File: src/kgn_pkg.sv
package kgn_pkg;

   localparam int KGN_MAX_ROWS = 64;
   localparam int KGN_MAX_COLS = 16;
   localparam int MUL_W        = 66;

   typedef enum logic [2:0] {
      OP_LOAD_COEF   = 3'd0,
      OP_LOAD_SAMPLE = 3'd1,
      OP_LOAD_KERNEL = 3'd2,
      OP_FIRST       = 3'd3,
      OP_SECOND      = 3'd4
   } opcode_type;

   typedef enum logic [1:0] {
      CSR_ROWS  = 2'd0,
      CSR_COLS  = 2'd1,
      CSR_SIGMA = 2'd2
   } csr_index_type;

   typedef enum logic [4:0] {
      DP_NOP,
      DP_CLR_SUM,
      DP_RD_J,
      DP_CAP_XJK,
      DP_CAP_XJL,
      DP_CAP_I,
      DP_MUL_DK,
      DP_MUL_DL,
      DP_MUL_AK,
      DP_P1,
      DP_W,
      DP_MUL_PW,
      DP_ACC,
      DP_NEG,
      DP_SQ,
      DP_SUM,
      DP_DIV_INIT,
      DP_DIV_STEP,
      DP_SQRT_INIT,
      DP_SQRT_STEP
   } dp_op_type;

   typedef struct packed {
      dp_op_type op;
      logic      second;
      logic      same;
   } dp_cmd_type;

   typedef enum logic [4:0] {
      S_IDLE,
      S_ERR,
      S_J_RDK,
      S_J_RDL,
      S_J_CAPL,
      S_I_RDK,
      S_I_RDL,
      S_I_MULK,
      S_I_TK,
      S_I_TL,
      S_I_P1,
      S_I_W,
      S_I_PW,
      S_I_ACC,
      S_J_NEG,
      S_J_SQ,
      S_J_SUM,
      S_DIV_INIT,
      S_DIV,
      S_SQRT_INIT,
      S_SQRT,
      S_DONE
   } ctrl_state_type;

   // clamp to the signed 32-bit range
   function automatic logic signed [31:0] sat32(input logic signed [MUL_W-1:0] v);
      logic signed [31:0] r;
      if (v > MUL_W'(64'sh7FFF_FFFF)) begin
         r = 32'sh7FFF_FFFF;
      end else if (v < -MUL_W'(64'sh8000_0000)) begin
         r = 32'sh8000_0000;
      end else begin
         r = v[31:0];
      end
      return r;
   endfunction

   // shift right 16, round half away from zero, then saturate
   function automatic logic signed [31:0] sat_rnd(input logic signed [MUL_W-1:0] v);
      logic [MUL_W-1:0]        m;
      logic signed [MUL_W-1:0] r;
      if (v < 0) begin
         m = MUL_W'(-v);
         m = (m + MUL_W'(32768)) >> 16;
         r = -$signed(m);
      end else begin
         r = (v + MUL_W'(32768)) >>> 16;
      end
      return sat32(r);
   endfunction

endpackage

File: src/kgn_ctrl.sv
module kgn_ctrl #(
   parameter int MAX_ROWS = 64,
   parameter int MAX_COLS = 16,
   parameter int RW       = 6,
   parameter int NW       = 7,
   parameter int PW       = 5,
   parameter int SUM_W    = 53
) (
   input  logic                    clock,
   input  logic                    reset,
   input  logic                    req_start,
   input  logic [2:0]              req_opcode,
   input  logic [3:0]              req_first_col,
   input  logic [3:0]              req_second_col,
   input  logic [NW-1:0]           n_rows,
   input  logic [PW-1:0]           n_cols,
   output logic                    busy,
   output kgn_pkg::dp_cmd_type     cmd,
   output logic [RW-1:0]           row_i,
   output logic [RW-1:0]           row_j,
   output logic [3:0]              col_sel,
   output logic                    rsp_valid,
   output logic                    rsp_status
);
   import kgn_pkg::*;

   localparam int STW = $clog2(SUM_W + 1);

   ctrl_state_type  state_ff, state_in;
   logic [RW-1:0]   i_ff, i_in, j_ff, j_in;
   logic [3:0]      k_ff, k_in, l_ff, l_in;
   logic            second_ff, second_in;
   logic [STW-1:0]  cnt_ff, cnt_in;
   logic            accept, compute, bad_col, i_last, j_last;

   always_ff @(posedge clock) begin
      if (reset) begin
         state_ff <= S_IDLE;
      end else begin
         state_ff <= state_in;
      end
      i_ff      <= i_in;
      j_ff      <= j_in;
      k_ff      <= k_in;
      l_ff      <= l_in;
      second_ff <= second_in;
      cnt_ff    <= cnt_in;
   end

   assign accept  = req_start && (state_ff == S_IDLE);
   assign compute = (req_opcode == OP_FIRST) || (req_opcode == OP_SECOND);
   assign bad_col = (32'(req_first_col) >= 32'(n_cols)) ||
                    ((req_opcode == OP_SECOND) && (32'(req_second_col) >= 32'(n_cols)));
   assign i_last  = (NW'(i_ff) + NW'(1)) == n_rows;
   assign j_last  = (NW'(j_ff) + NW'(1)) == n_rows;

   always_comb begin
      state_in   = state_ff;
      i_in       = i_ff;
      j_in       = j_ff;
      k_in       = k_ff;
      l_in       = l_ff;
      second_in  = second_ff;
      cnt_in     = cnt_ff;
      cmd.op     = DP_NOP;
      cmd.second = second_ff;
      cmd.same   = (k_ff == l_ff);
      col_sel    = k_ff;
      rsp_valid  = 1'b0;
      rsp_status = 1'b0;
      unique case (state_ff)
         S_IDLE: begin
            if (accept && compute) begin
               k_in      = req_first_col;
               l_in      = req_second_col;
               second_in = (req_opcode == OP_SECOND);
               j_in      = '0;
               cmd.op    = DP_CLR_SUM;
               state_in  = bad_col ? S_ERR : S_J_RDK;
            end
         end
         S_ERR: begin
            rsp_valid  = 1'b1;
            rsp_status = 1'b1;
            state_in   = S_IDLE;
         end
         S_J_RDK: begin
            cmd.op   = DP_RD_J;
            state_in = S_J_RDL;
         end
         S_J_RDL: begin
            col_sel  = l_ff;
            cmd.op   = DP_CAP_XJK;
            state_in = S_J_CAPL;
         end
         S_J_CAPL: begin
            cmd.op   = DP_CAP_XJL;
            i_in     = '0;
            state_in = S_I_RDK;
         end
         S_I_RDK:  state_in = S_I_RDL;
         S_I_RDL: begin
            col_sel  = l_ff;
            cmd.op   = DP_CAP_I;
            state_in = S_I_MULK;
         end
         S_I_MULK: begin
            cmd.op   = DP_MUL_DK;
            state_in = S_I_TK;
         end
         S_I_TK: begin
            cmd.op   = DP_MUL_DL;
            state_in = S_I_TL;
         end
         S_I_TL: begin
            cmd.op   = DP_MUL_AK;
            state_in = S_I_P1;
         end
         S_I_P1: begin
            cmd.op   = DP_P1;
            state_in = second_ff ? S_I_W : S_I_PW;
         end
         S_I_W: begin
            cmd.op   = DP_W;
            state_in = S_I_PW;
         end
         S_I_PW: begin
            cmd.op   = DP_MUL_PW;
            state_in = S_I_ACC;
         end
         S_I_ACC: begin
            cmd.op = DP_ACC;
            if (i_last) begin
               state_in = S_J_NEG;
            end else begin
               i_in     = i_ff + RW'(1);
               state_in = S_I_RDK;
            end
         end
         S_J_NEG: begin
            cmd.op   = DP_NEG;
            state_in = S_J_SQ;
         end
         S_J_SQ: begin
            cmd.op   = DP_SQ;
            state_in = S_J_SUM;
         end
         S_J_SUM: begin
            cmd.op = DP_SUM;
            if (j_last) begin
               state_in = S_DIV_INIT;
            end else begin
               j_in     = j_ff + RW'(1);
               state_in = S_J_RDK;
            end
         end
         S_DIV_INIT: begin
            cmd.op   = DP_DIV_INIT;
            cnt_in   = '0;
            state_in = S_DIV;
         end
         S_DIV: begin
            cmd.op = DP_DIV_STEP;
            cnt_in = cnt_ff + STW'(1);
            if (cnt_ff == STW'(SUM_W - 1)) begin
               state_in = S_SQRT_INIT;
            end
         end
         S_SQRT_INIT: begin
            cmd.op   = DP_SQRT_INIT;
            cnt_in   = '0;
            state_in = S_SQRT;
         end
         S_SQRT: begin
            cmd.op = DP_SQRT_STEP;
            cnt_in = cnt_ff + STW'(1);
            if (cnt_ff == STW'(31)) begin
               state_in = S_DONE;
            end
         end
         S_DONE: begin
            rsp_valid = 1'b1;
            state_in  = S_IDLE;
         end
         default: state_in = S_IDLE;
      endcase
   end

   assign busy  = (state_ff != S_IDLE);
   assign row_i = i_ff;
   assign row_j = j_ff;
endmodule

File: config.mk
export PLATFORM = sky130hd
export DESIGN_NAME = kgn_ctrl
export DESIGN_NICKNAME = d
export VERILOG_FILES = /design/src/kgn_pkg.sv /design/src/kgn_ctrl.sv
export SDC_FILE = /design/constraint.sdc
export NUM_CORES = 1
export LEC_CHECK = 0
export BUFFER_PORTS_ARGS = -buffer_cell sky130_fd_sc_hd__clkbuf_2
export CAP_MARGIN = 20
export CELL_PAD_IN_SITES_DETAIL_PLACEMENT = 1
export CELL_PAD_IN_SITES_GLOBAL_PLACEMENT = 1
export CORE_MARGIN = 2
export CORE_UTILIZATION = 25
export CTS_BUF_LIST = sky130_fd_sc_hd__clkbuf_4
export CTS_CLUSTER_DIAMETER = 120
export CTS_CLUSTER_SIZE = 10
export DETAILED_ROUTE_END_ITERATION = 6
export GPL_TIMING_DRIVEN = 0
export PLACE_DENSITY = 0.49
export SETUP_SLACK_MARGIN = 0.1
export SLEW_MARGIN = 30
export SYNTH_ARGS = -nofsm -noshare
export SYNTH_HDL_FRONTEND = slang
export SYNTH_SLANG_ARGS = --single-unit
File: constraint.sdc
create_clock -name clock -period 2.45 [get_ports clock]
set_input_delay 0.49 -clock clock [delete_from_list [all_inputs] [get_ports clock]]
set_output_delay 0.49 -clock clock [all_outputs]
set_load 0.01 [all_outputs]
==> reports/qor.csv <==
stage;metric;value;unit
drt;first_iter_violations;75;
die;die_w;101;um
die;fp-row-count;35;
final_layout;layout-area-overhead-vs-synth;29.4;%
die;die_y;101;um
worst_setup_path;worstPathArrival;2.38;ns
grt;grt_max_degree;12;
grt;gr-total-overflow;0;
final_layout;fin_nets;363;
final_layout;drive_gt1_frac;0.328;
min_path;hold_depth;1;
drt;first_pass_iters;4;
timing;slew_headroom;0.508;
logic_synthesis;synth_async_sr_flop_share;0;
grt;grt_antenna_before_repair;0;
grt;grt_pass1_wl;10900;um
timing;rsz0062_at_grt;yes;
logic_synthesis;synth_cell_type_count;47;
worst_setup_path;reg2reg_to;row_j[3];
placement;gp_congestion;0.733;
final_layout;num_antenna_cells;0;
timing;clock_skew;0.0255;ns
timing;period_minus_slack;2.28;ns
timing;hold_ws;0.338;ns
worst_setup_path;rrSetupSlack;0.17;ns
status;outcome;complete, no violations;
power_and_ir_drop;combPwrFrac;0.210;
logic_synthesis;syn_nets;291;
power_and_ir_drop;p_seq_frac;0.470;
logic_synthesis;synthFlopType;edfxtp_1;
clock_network;cts_root_buf;clkbuf_4;
grt;grt_pass1_vias;2165;
die;io_pins;52;
clock_network;ctsLongestPathBuffers;2;
timing;period_share;0.930;
power_and_ir_drop;finalPower;1.34;mW
worst_setup_path;cp_cell_sequence;ha_2, or2_2, a311oi_2, o2111ai_2, or3_4, and3_4;
logic_synthesis;syn_inst;253;
logic_synthesis;synth_edf_count;27;
drt;via_per_inst;4.85;
logic_synthesis;syn-cell-area;0.00233;sq mm
logic_synthesis;synth_most_common_cell;nor2_1;
grt;grt_use_total;0.138;
drt;wl_per_cell;15.6;um
timing;finalHoldViolCount;0;
power_and_ir_drop;p_int;0.953;mW
worst_setup_path;worstSetupPathType;flip-flop to flip-flop;
logic_synthesis;netlist.top_cell.by_area;edfxtp_1;
clock_network;hold_buffers;0;
power_and_ir_drop;p_leak;1.23;nW
timing;drv_slew;0;
timing;worst_pin_slew;0.735;ns
worst_setup_path;cpPeakStageDelay;0.43;ns
placement;hpwl;5230;um
clock_network;h-tree-depth;2;
timing;fmax;439;MHz
clock_network;cts_tree;yes;
worst_setup_path;required;2.55;ns
worst_setup_path;worstSetupStartpointType;flip-flop;
final_layout;layoutNonFillerInstCount;437;
logic_synthesis;synthTopCellsByArea;edfxtp_1, ha_1, xor2_1, nor2_1, dfxtp_1;
worst_setup_path;crit_fanout;6;
clock_network;numCtsBuffers;5;
clock_network;clk-insertion-delay-late;0.36;ns
logic_synthesis;synth_seq_cells;32;
clock_network;cts.clk_slew.worst_paths;0.12;ns
logic_synthesis;synth_warnings;0;
logic_synthesis;synth_top_area_frac;0.348;
power_and_ir_drop;power_frac_clock;0.320;
logic_synthesis;yosysSeqAreaShare;0.391;
placement;place_inst;415;
power_and_ir_drop;swShare;0.289;
drt;antenna_left;0;
logic_synthesis;avgSynthCellArea;9.21;sq um
job;drv_cap;0;
logic_synthesis;yosys-top-cells-count;nor2_1, edfxtp_1, a21oi_1;
clock_network;cts.sinks;32;
timing;setup_viol;0;
min_path;hold_path.startpoint;req_second_col[0];
die;initial_utilization;0.255;
worst_setup_path;critPathCaptureType;flip-flop;
die;die_area;0.0101;sq mm
min_path;whs_endpoint;l_ff[0];
placement;place_area;0.00273;sq mm
drt;route.detailed.drc;0;
drt;totalWireLength;6820;um
power_and_ir_drop;peakVddDrop;0.203;mV
min_path;worst_hold_path_type;input pin to flip-flop;
drt;num_vias;2119;
worst_setup_path;worst-r2r-cell-count;6;
placement;portBuffers;51;
final_layout;stdcell_area;0.00302;sq mm
worst_setup_path;timing.rr.start;row_j[0];
die;core_area;0.00915;sq mm
power_and_ir_drop;power_density;444;mW/mm^2
worst_setup_path;critPathSlowestCell;edfxtp_1;
power_and_ir_drop;switchingPower;0.387;mW
## metal layers
layer,part of all wire,up-vias,track usage
li1,-,1057,-
met1,0.49,1011,0.191
met2,0.46,45,0.218
met3,0.036,6,0.0243
met4,0.013,0,0.0411
met5,0,-,0
## power groups by stage
stage,Sequential [mW],Clock [mW],Combinational (mW)
floorplan,0.645,0,0.158
finish,0.630,0.429,0.281
detailed placement,0.645,0,0.255
CTS,0.631,0.448,0.270
global placement,0.645,0,0.256
global route,0.633,0.460,0.314
## final cells by class
class,instances,area (sq um)
inverters,15,61.3
well taps,111,139
multi-input cells,195,1370
flip-flops and latches,32,917
repair buffers,65,367
clock inverters,3,42.5
plain buffers,11,86.3
fillers,1085,6140
clock buffers,5,37.5
## cell usage in the layout (no fill, tap or decap), types with 3 or more instances in the layout
master,count
o21ai_0,8
nor2_1,31
nor2b_1,3
edfxtp_1,27
clkbuf_4,7
o22ai_1,5
clkbuf_2,52
buf_4,15
and3_1,4
a31oi_1,4
nand4_1,3
nand2_1,11
nand2b_1,6
a21oi_1,19
or3_1,3
xor2_1,16
nand3_1,10
and2_1,4
xnor2_1,11
ha_1,11
inv_1,13
nor3_1,7
## logic make-up (layout without fill, tap and decap cells)
logic type      count (synthesis)  after routing  synth area share
compound gates                 49             49             0.134
xor+xnor                       29             29             0.121
simple gates                  100            100             0.223
mux                             5              5            0.0236
flops                          32             32             0.391
buf+inv                        26             99            0.0435
fa+ha+maj                      12             12            0.0644
## how the worst max path moves through the flow
| stage | from | to | slack (ns) | cells past startpoint |
|---|---|---|---|---|
| 2_1_floorplan | row_j[0] | row_j[0] | 0.14 | 6 |
| 3_3_place_gp | row_j[0] | row_j[5] | -0.04 | 6 |
| 3_5_place_dp | row_j[0] | row_j[5] | -0.05 | 6 |
| 4_1_cts | row_j[0] | row_j[5] | 0.1 | 6 |
| 5_1_grt | state_ff[3] | cmd[2] | 0.07 | 6 |
| 6_report | row_j[0] | row_j[3] | 0.17 | 6 |
## worst max-delay path: cells and delay by family, from the launching register on
family	cells	cell delay [ns]
AO/OA/AOI/OAI	2	0.45
flip-flops	1	0.43
AND/OR/NAND/NOR	3	0.93
adder cells (fa/ha/maj)	1	0.24
## repair_timing
action | CTS | global route
pin swaps | 1 | 3
gates resized for setup | 21 | 19
endpoints found under the setup margin | 20 | 21
setup buffers | 1 | 13
## per-stage QoR
stage	TNS [ns]	util	setup WS (ns)
after detailed placement	-0.284	0.298	-0.0474
after CTS	0	0.312	0.0966
after floorplan	0	-	0.138
final	0	0.330	0.173
after global placement	-0.255	0.298	-0.0422
after global routing	0	0.330	0.0695
## state kept, by name, indices dropped and copies added, names as in the netlist
name and flops:
cnt_ff 6, row_i 6, row_j 6, state_ff 5, k_ff 4, l_ff 4
second_ff 1
(Power assumes the default switching activity.)
